[config.mk]
export PLATFORM = sky130hd
export DESIGN_NAME = totp_ctrl
export DESIGN_NICKNAME = d
export VERILOG_FILES = /design/src/design/totp_pkg.sv /design/src/design/totp_ctrl.sv
export SDC_FILE = /design/constraint.sdc
export NUM_CORES = 1
export LEC_CHECK = 0
export BUFFER_PORTS_ARGS = -buffer_cell sky130_fd_sc_hd__buf_2
export CAP_MARGIN = 0
export CORE_MARGIN = 2
export CORE_UTILIZATION = 40
export DETAILED_ROUTE_END_ITERATION = 8
export PLACE_DENSITY = 0.7
export SLEW_MARGIN = 20
export SYNTH_ARGS = -nofsm -noshare
export SYNTH_HDL_FRONTEND = slang
export SYNTH_SLANG_ARGS = --single-unit
[constraint.sdc]
create_clock -name clk -period 2.1 [get_ports clk]
set_input_delay 0.525 -clock clk [delete_from_list [all_inputs] [get_ports clk]]
set_output_delay 0.525 -clock clk [all_outputs]
set_load 0.02 [all_outputs]
[src/design/totp_pkg.sv]
// Shared types, constants and command/status structs of the TOTP HMAC-SHA1 block.
`default_nettype none
package totp_pkg;

  // Operation codes
  localparam logic [1:0] OP_GEN  = 2'd0;
  localparam logic [1:0] OP_VAL  = 2'd1;
  localparam logic [1:0] OP_SIGN = 2'd2;
  localparam logic [1:0] OP_SYNC = 2'd3;

  // Compression block selectors, in HMAC order
  localparam logic [1:0] BLK_IKEY = 2'd0;
  localparam logic [1:0] BLK_IMSG = 2'd1;
  localparam logic [1:0] BLK_OKEY = 2'd2;
  localparam logic [1:0] BLK_OMSG = 2'd3;

  localparam logic [7:0] IPAD     = 8'h36;
  localparam logic [7:0] OPAD     = 8'h5C;
  localparam logic [7:0] SYNC_TAG = 8'hFF;
  localparam logic [7:0] MSG_END  = 8'h80;

  // SHA-1 message lengths in bits, for the second block of each hash
  localparam logic [63:0] LEN_CTR  = 64'd576;
  localparam logic [63:0] LEN_BCN  = 64'd552;
  localparam logic [63:0] LEN_OUTR = 64'd672;

  localparam logic [31:0] IV0 = 32'h67452301;
  localparam logic [31:0] IV1 = 32'hEFCDAB89;
  localparam logic [31:0] IV2 = 32'h98BADCFE;
  localparam logic [31:0] IV3 = 32'h10325476;
  localparam logic [31:0] IV4 = 32'hC3D2E1F0;

  localparam logic [31:0] K0 = 32'h5A827999;
  localparam logic [31:0] K1 = 32'h6ED9EBA1;
  localparam logic [31:0] K2 = 32'h8F1BBCDC;
  localparam logic [31:0] K3 = 32'hCA62C1D6;

  localparam logic [6:0]  RND_LAST  = 7'd79;
  localparam logic [5:0]  STEP_SEC  = 6'd30;
  localparam logic [5:0]  DIV_LAST  = 6'd3;
  localparam logic [31:0] OTP_MOD   = 32'd1000000;
  localparam logic [3:0]  MOD_FIRST = 4'd1;

  // Reciprocals: ceil(2^26 / 30) for 21-bit dividends, ceil(2^51 / 1000000) for 31-bit ones
  localparam logic [21:0] RECIP_30  = 22'd2236963;
  localparam logic [31:0] RECIP_OTP = 32'd2251799814;

  typedef logic [0:7][63:0] key_t;

  typedef enum logic [3:0] {
    ST_IDLE,
    ST_START,
    ST_DIV,
    ST_WIN,
    ST_LOAD,
    ST_ROUND,
    ST_FOLD,
    ST_TRUNC,
    ST_MOD,
    ST_CHECK,
    ST_FINISH
  } state_t;

  typedef struct packed {
    logic       capture;
    logic       win_init;
    logic       div_step;
    logic       win_next;
    logic       load;
    logic       round;
    logic       fold;
    logic       trunc;
    logic       mod_step;
    logic       check;
    logic       emit;
    logic [1:0] blk;
  } cmd_t;

  typedef struct packed {
    logic key_unset;
    logic is_totp;
    logic is_gen;
    logic div_last;
    logic rnd_last;
    logic mod_last;
    logic win_over;
    logic skip;
    logic match;
  } stat_t;

endpackage
`default_nettype wire

[src/design/totp_ctrl.sv]
// Sequencer for division, window scan, HMAC compressions and code reduction.
`default_nettype none
module totp_ctrl
  import totp_pkg::*;
(
  input  wire logic  clk,
  input  wire logic  rst,
  input  wire logic  req_valid,
  output logic       req_ready,
  input  wire logic  out_free,
  input  wire stat_t stat,
  output cmd_t       cmd
);

  state_t     state, state_next;
  logic [1:0] blk, blk_next;

  always_ff @(posedge clk) begin
    if (rst) begin
      state <= ST_IDLE;
      blk   <= BLK_IKEY;
    end else begin
      state <= state_next;
      blk   <= blk_next;
    end
  end

  // Next state
  always_comb begin
    state_next = state;
    blk_next   = blk;
    unique case (state)
      ST_IDLE:  if (req_valid) state_next = ST_START;
      ST_START: begin
        blk_next = BLK_IKEY;
        priority if (stat.key_unset) state_next = ST_FINISH;
        else if (stat.is_totp)       state_next = ST_DIV;
        else                         state_next = ST_LOAD;
      end
      ST_DIV:   if (stat.div_last) state_next = ST_WIN;
      ST_WIN: begin
        blk_next = BLK_IKEY;
        priority if (stat.win_over) state_next = ST_FINISH;
        else if (stat.skip)         state_next = ST_WIN;
        else                        state_next = ST_LOAD;
      end
      ST_LOAD:  state_next = ST_ROUND;
      ST_ROUND: if (stat.rnd_last) state_next = ST_FOLD;
      ST_FOLD: begin
        if (blk == BLK_OMSG) begin
          state_next = stat.is_totp ? ST_TRUNC : ST_FINISH;
        end else begin
          blk_next   = blk + 2'd1;
          state_next = ST_LOAD;
        end
      end
      ST_TRUNC: state_next = ST_MOD;
      ST_MOD:   if (stat.mod_last) state_next = ST_CHECK;
      ST_CHECK: state_next = (stat.is_gen || stat.match) ? ST_FINISH : ST_WIN;
      ST_FINISH: if (out_free) state_next = ST_IDLE;
      default:  state_next = ST_IDLE;
    endcase
  end

  // Commands
  always_comb begin
    cmd       = '0;
    cmd.blk   = blk;
    req_ready = 1'b0;
    unique case (state)
      ST_IDLE: begin
        req_ready   = 1'b1;
        cmd.capture = req_valid;
      end
      ST_START:  cmd.win_init = 1'b1;
      ST_DIV:    cmd.div_step = 1'b1;
      ST_WIN:    cmd.win_next = stat.skip && !stat.win_over;
      ST_LOAD:   cmd.load     = 1'b1;
      ST_ROUND:  cmd.round    = 1'b1;
      ST_FOLD:   cmd.fold     = 1'b1;
      ST_TRUNC:  cmd.trunc    = 1'b1;
      ST_MOD:    cmd.mod_step = 1'b1;
      ST_CHECK: begin
        cmd.check    = 1'b1;
        cmd.win_next = !(stat.is_gen || stat.match);
      end
      ST_FINISH: cmd.emit = out_free;
      default: ;
    endcase
  end

endmodule
`default_nettype wire

==> results_dict.tcl <==
set metrics [dict create \
    grt_antenna_before_repair 0 \
    cts_max_level 1 \
    fraction_of_final_layout_cells_sized_beyond_drive_strength_1_pct 34.5 \
    cts-buffers-inserted 3 \
    tritoncts "done" \
    worst_path_largest_cell_delay_ps 550 \
    cp_max_stage_cell "sky130_fd_sc_hd__dfxtp_1" \
    post_drt_wl_per_cell_um 12.9 \
    yosysTopAreaCellShare_pct 20.6 \
    max_freq_ghz 0.510 \
    design.final.nets 126 \
    root_buffer "sky130_fd_sc_hd__clkbuf_4" \
    mostFrequentLayoutCell "sky130_fd_sc_hd__buf_2" \
    fin_setup_tns_ps 0 \
    floorplan.core_area_um2 1330 \
    grt_start_max_net_pins 13 \
    post_placement_worst_setup_slack_ps 295 \
    floorplan.io_pins 27 \
    synth-edff-count 0 \
    critPathMaxFanout 12 \
    path_class "reg2out" \
    syn-instance-count 84 \
    finalMaxSlewViolations 0 \
    run_status "finished, final reports clean" \
    place_hpwl_um 1250 \
    clk_transition_reported_paths_ps 50 \
    period_needed_ps 1960 \
    timing_worst_slew_pin_value_ps 390 \
    post_cts.repair.setup_buffers 0 \
    fin_util_pct 56.6 \
    power.static_leakage_nw 0.339 \
    worstHoldPathType "reg2reg" \
    dpl-instance-area_um2 731 \
    timing.final.hold_violations 0 \
    input_output_buffers 26 \
    antenna_cells_inserted 0 \
    critical_path.endpoint_type "primary output" \
    routed_wl_um 1620 \
    power-per-cell-area_nw_per_um2 1120 \
    asyncSetResetFlopFracSynth_pct 0 \
    critical_path_cell_sequence "nand2b_1, nor2_1, buf_2" \
    highest_count_cells_in_the_layout_ignoring_fill_and_taps "sky130_fd_sc_hd__buf_2 (26), sky130_fd_sc_hd__nor2_1 (12), sky130_fd_sc_hd__nor3_1 (10), sky130_fd_sc_hd__nand2_1 (7), sky130_fd_sc_hd__a21oi_1 (7)" \
    grt_pass1_wl_um 2740 \
    design_area_um2 754 \
    ys_seq_elements 6 \
    total_power_mw 0.846 \
    route.detailed.vias_per_inst 5.67 \
    synth.avg_cell_area_um2 6.96 \
    max-cap-violations 0 \
    place.detailed.instances 122 \
    die_height_um 42.2 \
    vias 709 \
    report.final.setup_viol 0 \
    leading_post_synthesis_cells_by_cell_area "sky130_fd_sc_hd__dfxtp_1 (21%), sky130_fd_sc_hd__nor3_1 (8.6%), sky130_fd_sc_hd__nor2_1 (7.7%)" \
    max-clock-path-buffers 2 \
    post_synth_num_cell_types 33 \
    drt-pass1-iter-count 4 \
    horizontal_die_dimension_um 42.2 \
    fin_worst_hold_slack_ps 494 \
    via_count_of_the_first_global_routing_pass 636 \
    timing.critical_path.from_type "flip-flop" \
    timing.critical_path.buf_inv 1 \
    ys_seq_area_share_pct 20.6 \
    drt.antenna.violating_nets 0 \
    period_share_pct 93.4 \
    crit_family "flip-flops" \
    post_synth_instance_area_um2 584 \
    grt_use_total_pct 19.8 \
    initial_utilization_pct 43.8 \
    netlist.top_cell.by_area "sky130_fd_sc_hd__dfxtp_1" \
    layout.cells.non_filler 125 \
    setup_ws_ps 139 \
    grt_setup_unrepaired "false" \
    clk-insertion-delay-late_ps 250 \
    worst_ep_required_ps 1570 \
    place_congestion 0.850 \
    clock-skew-final_ps 6.40 \
    fillCellCount 139 \
    tritoncts_num_sinks 6 \
    synthFlopType "sky130_fd_sc_hd__dfxtp_1" \
    vdd.ir_drop.worst_mv 0.504 \
    area_delta_synth_final_pct 29.1 \
    drc_errors 0 \
    core.rowCount 13 \
    overall_overflow_remaining_after_global_route 0 \
    initial_drc_count 29 \
    worst_ep_arrival_time_ps 1440 \
    ys.warnings.count 0 \
    fp.dieArea_um2 1780 \
    maxSlewHeadroom_pct 74.0 \
    synthesis.nets 98 \
]
## repair_timing
item / in CTS / in global routing
resized for setup: 0 / 1
endpoints found under the setup margin: 0 / 2
hold buffers: 0 / 0
## state kept, by name (all words and copies together) (netlist names)
signal and cells:
blk 2, state 4
## final cells by class
| type | instances | area [um^2] | area share [%] |
|---|---|---|---|
| Clock buffer | 3 | 22.5 | 2.99 |
| Multi-Input combinational cell | 67 | 417 | 55.2 |
| Tap cell | 15 | 18.8 | 2.49 |
| Inverter | 4 | 15.0 | 1.99 |
| Timing Repair Buffer | 30 | 160 | 21.2 |
| Sequential cell | 6 | 121 | 16.1 |
## Yosys cell counts, types with 2 or more instances
library cell,n
sky130_fd_sc_hd__dfxtp_1,6
sky130_fd_sc_hd__clkbuf_1,2
sky130_fd_sc_hd__nor3_1,10
sky130_fd_sc_hd__nand2b_1,6
sky130_fd_sc_hd__nor2_1,12
sky130_fd_sc_hd__buf_2,4
sky130_fd_sc_hd__inv_1,4
sky130_fd_sc_hd__nand2_1,7
sky130_fd_sc_hd__o21bai_1,2
sky130_fd_sc_hd__a21oi_1,7
sky130_fd_sc_hd__mux2i_1,2
## logic make-up after synthesis
| family | after synthesis | synth area share [%] |
|---|---|---|
| compound gates | 20 | 24.4 |
| fa+ha+maj | 1 | 2.14 |
| buf+inv | 11 | 9.21 |
| flops | 6 | 20.6 |
| mux | 3 | 6.00 |
| simple gates | 43 | 37.7 |
## path summary, 6_finish.rpt
kind                         start                     to  slack [ps]  cells past startpoint
max          state[0]$_SDFFE_PP0P_                 cmd[7]         140                      3
min            blk[1]$_SDFFE_PP0P_    blk[1]$_SDFFE_PP0P_         490                      2
max reg2reg  state[0]$_SDFFE_PP0P_  state[1]$_SDFFE_PP0P_         500                      6
min reg2reg    blk[1]$_SDFFE_PP0P_    blk[1]$_SDFFE_PP0P_         490                      2
## layer usage
metal / routed length (um) / GRT usage (%) / vias up
met5: 0 / 0 / -
met4: 18 / 11.3 / 0
met3: 114 / 3.02 / 2
met2: 784 / 33.2 / 32
met1: 699 / 23.5 / 321
li1: - / - / 354
## worst reg2reg max path: stages (launching register included)
cell and delay (ps):
sky130_fd_sc_hd__dfxtp_1 550, sky130_fd_sc_hd__buf_4 220, sky130_fd_sc_hd__nor3_1 50, sky130_fd_sc_hd__a31oi_1 180, sky130_fd_sc_hd__o311ai_2 120, sky130_fd_sc_hd__a311o_1 300
sky130_fd_sc_hd__a21oi_1 120
## power breakdown
group / switching [mW] / internal (mW)
registers: 0.0678 / 0.142
clock network: 0.0468 / 0.0650
logic: 0.293 / 0.231
Note: power is estimated with default switching activity, not from simulation.
