$ cat config.mk
export PLATFORM = sky130hd
export DESIGN_NAME = totp_dp
export DESIGN_NICKNAME = d
export VERILOG_FILES = /design/src/design/totp_pkg.sv /design/src/design/totp_dp.sv
export SDC_FILE = /design/constraint.sdc
export NUM_CORES = 2
export LEC_CHECK = 0
export ABC_CLOCK_PERIOD_IN_PS = 14500
export BUFFER_PORTS_ARGS = -buffer_cell sky130_fd_sc_hd__buf_2
export CAP_MARGIN = 0
export CELL_PAD_IN_SITES_DETAIL_PLACEMENT = 2
export CELL_PAD_IN_SITES_GLOBAL_PLACEMENT = 2
export CORE_MARGIN = 2
export CORE_UTILIZATION = 35
export CTS_CLUSTER_SIZE = 16
export DETAILED_ROUTE_END_ITERATION = 8
export HOLD_SLACK_MARGIN = 0.05
export PLACE_DENSITY_LB_ADDON = 0.1
export SKIP_LAST_GASP = 1
export SLEW_MARGIN = 10
export SYNTH_ARGS = -nofsm -noshare
export SYNTH_HDL_FRONTEND = slang
export SYNTH_SLANG_ARGS = --single-unit
$ cat constraint.sdc
create_clock -name clk -period 14.5 [get_ports clk]
set_input_delay 2.9 -clock clk [delete_from_list [all_inputs] [get_ports clk]]
set_output_delay 2.9 -clock clk [all_outputs]
set_load 0.1 [all_outputs]
$ cat src/design/totp_pkg.sv
// Shared types, constants and command/status structs of the TOTP HMAC-SHA1 block.
`default_nettype none
package totp_pkg;

  // Operation codes
  localparam logic [1:0] OP_GEN  = 2'd0;
  localparam logic [1:0] OP_VAL  = 2'd1;
  localparam logic [1:0] OP_SIGN = 2'd2;
  localparam logic [1:0] OP_SYNC = 2'd3;

  // Compression block selectors, in HMAC order
  localparam logic [1:0] BLK_IKEY = 2'd0;
  localparam logic [1:0] BLK_IMSG = 2'd1;
  localparam logic [1:0] BLK_OKEY = 2'd2;
  localparam logic [1:0] BLK_OMSG = 2'd3;

  localparam logic [7:0] IPAD     = 8'h36;
  localparam logic [7:0] OPAD     = 8'h5C;
  localparam logic [7:0] SYNC_TAG = 8'hFF;
  localparam logic [7:0] MSG_END  = 8'h80;

  // SHA-1 message lengths in bits, for the second block of each hash
  localparam logic [63:0] LEN_CTR  = 64'd576;
  localparam logic [63:0] LEN_BCN  = 64'd552;
  localparam logic [63:0] LEN_OUTR = 64'd672;

  localparam logic [31:0] IV0 = 32'h67452301;
  localparam logic [31:0] IV1 = 32'hEFCDAB89;
  localparam logic [31:0] IV2 = 32'h98BADCFE;
  localparam logic [31:0] IV3 = 32'h10325476;
  localparam logic [31:0] IV4 = 32'hC3D2E1F0;

  localparam logic [31:0] K0 = 32'h5A827999;
  localparam logic [31:0] K1 = 32'h6ED9EBA1;
  localparam logic [31:0] K2 = 32'h8F1BBCDC;
  localparam logic [31:0] K3 = 32'hCA62C1D6;

  localparam logic [6:0]  RND_LAST  = 7'd79;
  localparam logic [5:0]  STEP_SEC  = 6'd30;
  localparam logic [5:0]  DIV_LAST  = 6'd3;
  localparam logic [31:0] OTP_MOD   = 32'd1000000;
  localparam logic [3:0]  MOD_FIRST = 4'd1;

  // Reciprocals: ceil(2^26 / 30) for 21-bit dividends, ceil(2^51 / 1000000) for 31-bit ones
  localparam logic [21:0] RECIP_30  = 22'd2236963;
  localparam logic [31:0] RECIP_OTP = 32'd2251799814;

  typedef logic [0:7][63:0] key_t;

  typedef enum logic [3:0] {
    ST_IDLE,
    ST_START,
    ST_DIV,
    ST_WIN,
    ST_LOAD,
    ST_ROUND,
    ST_FOLD,
    ST_TRUNC,
    ST_MOD,
    ST_CHECK,
    ST_FINISH
  } state_t;

  typedef struct packed {
    logic       capture;
    logic       win_init;
    logic       div_step;
    logic       win_next;
    logic       load;
    logic       round;
    logic       fold;
    logic       trunc;
    logic       mod_step;
    logic       check;
    logic       emit;
    logic [1:0] blk;
  } cmd_t;

  typedef struct packed {
    logic key_unset;
    logic is_totp;
    logic is_gen;
    logic div_last;
    logic rnd_last;
    logic mod_last;
    logic win_over;
    logic skip;
    logic match;
  } stat_t;

endpackage
`default_nettype wire

$ cat src/design/totp_dp.sv
// Datapath: request latch, divide by 30, window counter, SHA-1 rounds, code reduction.
`default_nettype none
module totp_dp
  import totp_pkg::*;
(
  input  wire logic        clk,
  input  wire cmd_t        cmd,
  output stat_t            stat,
  input  wire key_t        key,
  input  wire logic        key_unset,
  input  wire logic [1:0]  opcode,
  input  wire logic [62:0] unix_time,
  input  wire logic [31:0] code,
  input  wire logic [3:0]  tolerance_steps,
  input  wire logic [7:0]  beacon_state,
  input  wire logic [31:0] timestamp,
  input  wire logic [31:0] received_mac,
  output logic [19:0]      otp_code,
  output logic             matched,
  output logic [31:0]      mac_prefix
);

  logic [1:0]        op;
  logic [31:0]       code_r, ts, rmac;
  logic [3:0]        tol;
  logic [7:0]        bstate;
  logic [63:0]       dq;
  logic [4:0]        rem;
  logic [5:0]        dcnt;
  logic signed [5:0] s;
  logic [6:0]        rnd;
  logic [31:0]       a, b, c, d, e;
  logic [31:0]       h [5];
  logic [159:0]      ih;
  logic [31:0]       w [16];
  logic [30:0]       val;
  logic [3:0]        mcnt;
  logic [11:0]       mq;
  logic              match_r;

  logic [3:0]   tol_eff;
  logic [20:0]  dx;
  logic [42:0]  dprod;
  logic [15:0]  qd;
  logic [4:0]   drem;
  logic [5:0]   neg;
  logic [63:0]  step;
  logic [7:0]   first;
  logic [511:0] blk_w;
  logic [31:0]  f, k, t, wx, wnew;
  logic [31:0]  sum [5];
  logic [159:0] dig;
  logic [7:0]   bit_hi;
  logic [31:0]  sel;
  logic [62:0]  mprod;
  logic [30:0]  msub;

  assign tol_eff = (op == OP_GEN) ? 4'd0 : tol;

  // Divide-by-30 step, 16 dividend bits per cycle by reciprocal multiplication
  assign dx    = {rem, dq[63:48]};
  assign dprod = dx * RECIP_30;
  assign qd    = dprod[41:26];
  // dx - 30*qd equals dx + 2*qd modulo 32, and the remainder is below 30
  assign drem  = dx[4:0] + {qd[3:0], 1'b0};

  // Window position
  assign neg  = 6'(-s);
  assign step = dq + {{58{s[5]}}, s};

  // Second-block payload byte
  assign first = (op == OP_SIGN) ? bstate : SYNC_TAG;

  // Block assembly
  always_comb begin
    unique case (cmd.blk)
      BLK_IKEY: blk_w = key ^ {64{IPAD}};
      BLK_IMSG: blk_w = (op == OP_GEN || op == OP_VAL)
                        ? {step, MSG_END, 376'b0, LEN_CTR}
                        : {first, ts, MSG_END, 400'b0, LEN_BCN};
      BLK_OKEY: blk_w = key ^ {64{OPAD}};
      BLK_OMSG: blk_w = {ih, MSG_END, 280'b0, LEN_OUTR};
      default:  blk_w = '0;
    endcase
  end

  // Round function
  always_comb begin
    priority if (rnd < 7'd20) begin
      f = (b & c) | (~b & d);
      k = K0;
    end else if (rnd < 7'd40) begin
      f = b ^ c ^ d;
      k = K1;
    end else if (rnd < 7'd60) begin
      f = (b & c) | (b & d) | (c & d);
      k = K2;
    end else begin
      f = b ^ c ^ d;
      k = K3;
    end
  end

  assign t    = {a[26:0], a[31:27]} + f + e + k + w[0];
  assign wx   = w[13] ^ w[8] ^ w[2] ^ w[0];
  assign wnew = {wx[30:0], wx[31]};

  assign sum[0] = h[0] + a;
  assign sum[1] = h[1] + b;
  assign sum[2] = h[2] + c;
  assign sum[3] = h[3] + d;
  assign sum[4] = h[4] + e;

  // Dynamic truncation
  assign dig    = {h[0], h[1], h[2], h[3], h[4]};
  assign bit_hi = 8'd159 - {1'b0, h[4][3:0], 3'b0};
  assign sel    = dig[bit_hi -: 32];

  // Modulo 1000000: quotient by reciprocal, then subtract
  assign mprod = val * RECIP_OTP;
  assign msub  = val - 31'(mq * OTP_MOD);

  always_ff @(posedge clk) begin
    if (cmd.capture) begin
      op      <= opcode;
      dq      <= {1'b0, unix_time};
      code_r  <= code;
      tol     <= tolerance_steps;
      bstate  <= beacon_state;
      ts      <= timestamp;
      rmac    <= received_mac;
      rem     <= '0;
      dcnt    <= '0;
      match_r <= 1'b0;
    end
    if (cmd.div_step) begin
      rem  <= drem;
      dq   <= {dq[47:0], qd};
      dcnt <= dcnt + 6'd1;
    end
    if (cmd.win_init) s <= 6'(-$signed({2'b0, tol_eff}));
    if (cmd.win_next) s <= s + 6'sd1;
    // Load block and chaining value
    if (cmd.load) begin
      rnd <= '0;
      for (int i = 0; i < 16; i++) w[i] <= blk_w[511 - 32*i -: 32];
      if (cmd.blk == BLK_IKEY || cmd.blk == BLK_OKEY) begin
        h[0] <= IV0; h[1] <= IV1; h[2] <= IV2; h[3] <= IV3; h[4] <= IV4;
        a <= IV0; b <= IV1; c <= IV2; d <= IV3; e <= IV4;
      end else begin
        a <= h[0]; b <= h[1]; c <= h[2]; d <= h[3]; e <= h[4];
      end
    end
    if (cmd.round) begin
      rnd <= rnd + 7'd1;
      e <= d;
      d <= c;
      c <= {b[1:0], b[31:2]};
      b <= a;
      a <= t;
      for (int i = 0; i < 15; i++) w[i] <= w[i+1];
      w[15] <= wnew;
    end
    if (cmd.fold) begin
      for (int i = 0; i < 5; i++) h[i] <= sum[i];
      if (cmd.blk == BLK_IMSG) ih <= {sum[0], sum[1], sum[2], sum[3], sum[4]};
    end
    if (cmd.trunc) begin
      val  <= sel[30:0];
      mcnt <= MOD_FIRST;
    end
    // Reduce modulo 1000000: quotient first, remainder next
    if (cmd.mod_step) begin
      if (mcnt == MOD_FIRST) mq <= mprod[62:51];
      else                   val <= msub;
      mcnt <= mcnt - 4'd1;
    end
    if (cmd.check && op == OP_VAL && stat.match) match_r <= 1'b1;
  end

  // Status
  always_comb begin
    stat.key_unset = key_unset;
    stat.is_totp   = (op == OP_GEN) || (op == OP_VAL);
    stat.is_gen    = (op == OP_GEN);
    stat.div_last  = (dcnt == DIV_LAST);
    stat.rnd_last  = (rnd == RND_LAST);
    stat.mod_last  = (mcnt == 4'd0);
    stat.win_over  = s > $signed({2'b0, tol_eff});
    stat.skip      = s[5] && ({58'b0, neg} > dq);
    stat.match     = ({1'b0, val} == code_r);
  end

  // Result fields
  assign otp_code   = (!key_unset && op == OP_GEN) ? val[19:0] : 20'd0;
  assign mac_prefix = (!key_unset && op == OP_SIGN) ? h[0] : 32'd0;
  always_comb begin
    matched = 1'b0;
    if (!key_unset) begin
      if (op == OP_VAL)  matched = match_r;
      if (op == OP_SYNC) matched = (h[0] == rmac);
    end
  end

endmodule
`default_nettype wire

==> flow_summary.json <==
{
  "wl_met2_um": 196800,
  "status": "completed",
  "slew_violations": 0,
  "die_y_um": 530.4,
  "synthArstFlopShare_pct": 0,
  "synth_seq_cells": 1238,
  "grt_pass1_vias": 81571,
  "antenna_found_initial": 109,
  "slew_headroom_pct": 3.298,
  "dpl_cell_area_um2": 105100,
  "area_growth_pct": 13.94,
  "synth_nets": 11136,
  "synth_edf_count": 1212,
  "io_buffers": 760,
  "worst_pin_slew_ns": 1.451,
  "yosysUniqueCellTypes": 97,
  "clock_latency_ns": 0.89,
  "critPathLaunch": "val[19]",
  "numCtsBuffers": 162,
  "yosysMostFrequentCell": "edfxtp_1",
  "final_hold_viol_count": 0,
  "worstSetupPathType": "register to register",
  "antenna_left": 0,
  "wl_met1_um": 208200,
  "gp_congestion": 0.9354,
  "maxUsedRoutingLayer": "met5",
  "cts_root_buffer": "clkbuf_16",
  "via_count": 77203,
  "yosysWarnings": 0,
  "cp-start-kind": "register",
  "nNetsFinal": 11806,
  "hp-class": "register to register",
  "critPathCapture": "mq[11]",
  "placed_cells": 13145,
  "grt_pass1_wl_um": 629300,
  "cp-end-kind": "register",
  "die_width_um": 530.4,
  "die-area_um2": 281300,
  "clockBufferDepth": 4,
  "start_util_pct": 35.14,
  "dr.pass1.iters": 6,
  "fmax_mhz": 112.1,
  "grt_max_degree": 215,
  "coreArea_um2": 276000,
  "post_cts_buffers": 0,
  "track_usage_pct": 31.53,
  "syn_area_um2": 96990,
  "clkTransAtPathRegs_ns": 0.06,
  "syn_avg_cell_area_um2": 10.86,
  "dpl.hpwl_um": 361500,
  "clock_sink_count": 1238,
  "avgRoutedWirePerCell_um": 33.44,
  "netlist_instances": 8934,
  "worstRegToRegCells": 27,
  "drt_iter0_drc": 8130,
  "cts_tree": "built",
  "maxCapViolCount": 0,
  "yosysSeqAreaShare_pct": 38.06,
  "wl_met3_um": 31760,
  "finalSetupViolations": 0,
  "r2r-start": "val[19]",
  "cts_resized": 0,
  "cp.arrival_ns": 9.51,
  "ctsHoldBuffers": 0,
  "regToRegEndpoint": "mq[11]",
  "htree_levels": 4,
  "ios": 762,
  "fin_area_um2": 110500,
  "ys.flop_type": "edfxtp_1",
  "drc": 0,
  "hold_depth": 2,
  "rsz0062_at_grt": "false",
  "layoutNonFillerInstCount": 13484,
  "r2r_slack_ns": 5.58,
  "grt_overflow": 0,
  "synth_top_area_share_pct": 37.52,
  "vias_per_cell": 5.726,
  "required_ns": 15.09,
  "synth_top_area_cell": "edfxtp_1",
  "fin_worst_skew_ns": 0.09627,
  "synth_common_cells": "edfxtp_1 (1,212), ha_1 (923), inv_1 (911)",
  "ys_top_cells_by_area": "edfxtp_1 (38%), fa_1 (12%), ha_1 (12%)",
  "num_rows": 193,
  "post-route-period-util_pct": 61.55,
  "drive_above_1_share_pct": 14.36,
  "worstPathMaxFanout": 9,
  "fin_crit_ns": 8.924,
  "drt-total-wl_um": 450900,
  "tns_ns": 0
}
-- through the flow --
step	util [%]	setup WS, ns	hold WS (ns)
detailed placement	38.09	5.552	0.5084
global route	40.01	5.283	0.4776
finish	40.04	5.576	0.4528
global placement	38.09	5.538	0.5031
floorplan	-	1.878	0.4946
CTS	40.00	5.562	0.4468
-- flip-flops by register name, indices dropped and copies added (netlist names), 64 cells and up --
signal and cells:
dq 64, h 160, ih 160, w 512
-- routing by layer --
| layer | vias to the layer above | GRT usage (%) |
|---|---|---|
| met4 | 28 | 9.046 |
| met5 | - | 0 |
| li1 | 33185 | - |
| met3 | 552 | 4.840 |
| met1 | 40593 | 46.36 |
| met2 | 2845 | 47.62 |
-- cells by family (layout without fill, tap and decap cells) --
group,after synthesis,in the layout,synth area share (%)
AOI/OAI and AO/OA,2061,2061,13.71
and+or+nand+nor,1770,1770,8.468
adders and majority gates,1502,1502,23.86
buffers and inverters,1302,2100,5.054
DFF,1238,1238,38.06
xor gates and xnor gates,751,751,6.782
muxes,310,310,4.064
other,0,47,0
-- area by class of cell --
type                       instances  area (um^2)
sequential                      1238        36920
multi-input combinational       6394        55250
inverter                         915         3442
fill                           29137       165500
antenna                           47        117.6
clock inverter                   105         1061
clock buffer                     187         4190
tap                             3705         4636
timing repair buffer             893         4896
-- worst max-delay path, cell delays in order, from the launching register on --
cell and delay (ns):
dfxtp_1 0.85, inv_1 0.39, fa_1 0.62, inv_1 0.05, fa_1 0.50, inv_1 0.07
fa_1 0.50, fa_1 0.51, inv_1 0.06, fa_1 0.55, fa_1 0.43, fa_1 0.49
inv_1 0.05, fa_1 0.50, inv_1 0.05, ha_1 0.31, nand4_1 0.14, nor2_1 0.27
and4_1 0.35, nand4_1 0.11, o21ai_0 0.44, nor4_1 0.11, buf_4 0.21, o211a_1 0.29
a21oi_1 0.33, a41o_1 0.26, a21oi_1 0.09, xnor2_1 0.13
-- cell usage in the layout (no fill, tap or decap), types with 78 or more instances in the layout --
| cell | count |
|---|---|
| clkbuf_16 | 164 |
| nor3_1 | 85 |
| a21oi_1 | 450 |
| nand3_1 | 78 |
| a21o_1 | 161 |
| nand2b_1 | 110 |
| mux2i_1 | 135 |
| nor2_1 | 343 |
| and2_1 | 146 |
| mux2_2 | 118 |
| buf_2 | 755 |
| xnor2_1 | 412 |
| fa_1 | 579 |
| o31ai_1 | 80 |
| nand2_1 | 743 |
| edfxtp_1 | 1212 |
| xor2_1 | 339 |
| o21ai_0 | 592 |
| ha_1 | 922 |
| a22o_1 | 90 |
| inv_1 | 909 |
| buf_4 | 130 |
-- worst min-delay path by stage --
stage / from / end
after floorplan: w[1][132] / w[1][100]
after global placement: w[1][138] / w[1][106]
after detailed placement: w[1][106] / w[1][74]
after CTS: w[1][205] / w[1][173]
after global routing: w[0][54] / w[0][22]
final: w[1][205] / w[1][173]
Power is not shown: default switching activity piles up to over one toggle a cycle in this logic, so the estimate is an artifact.
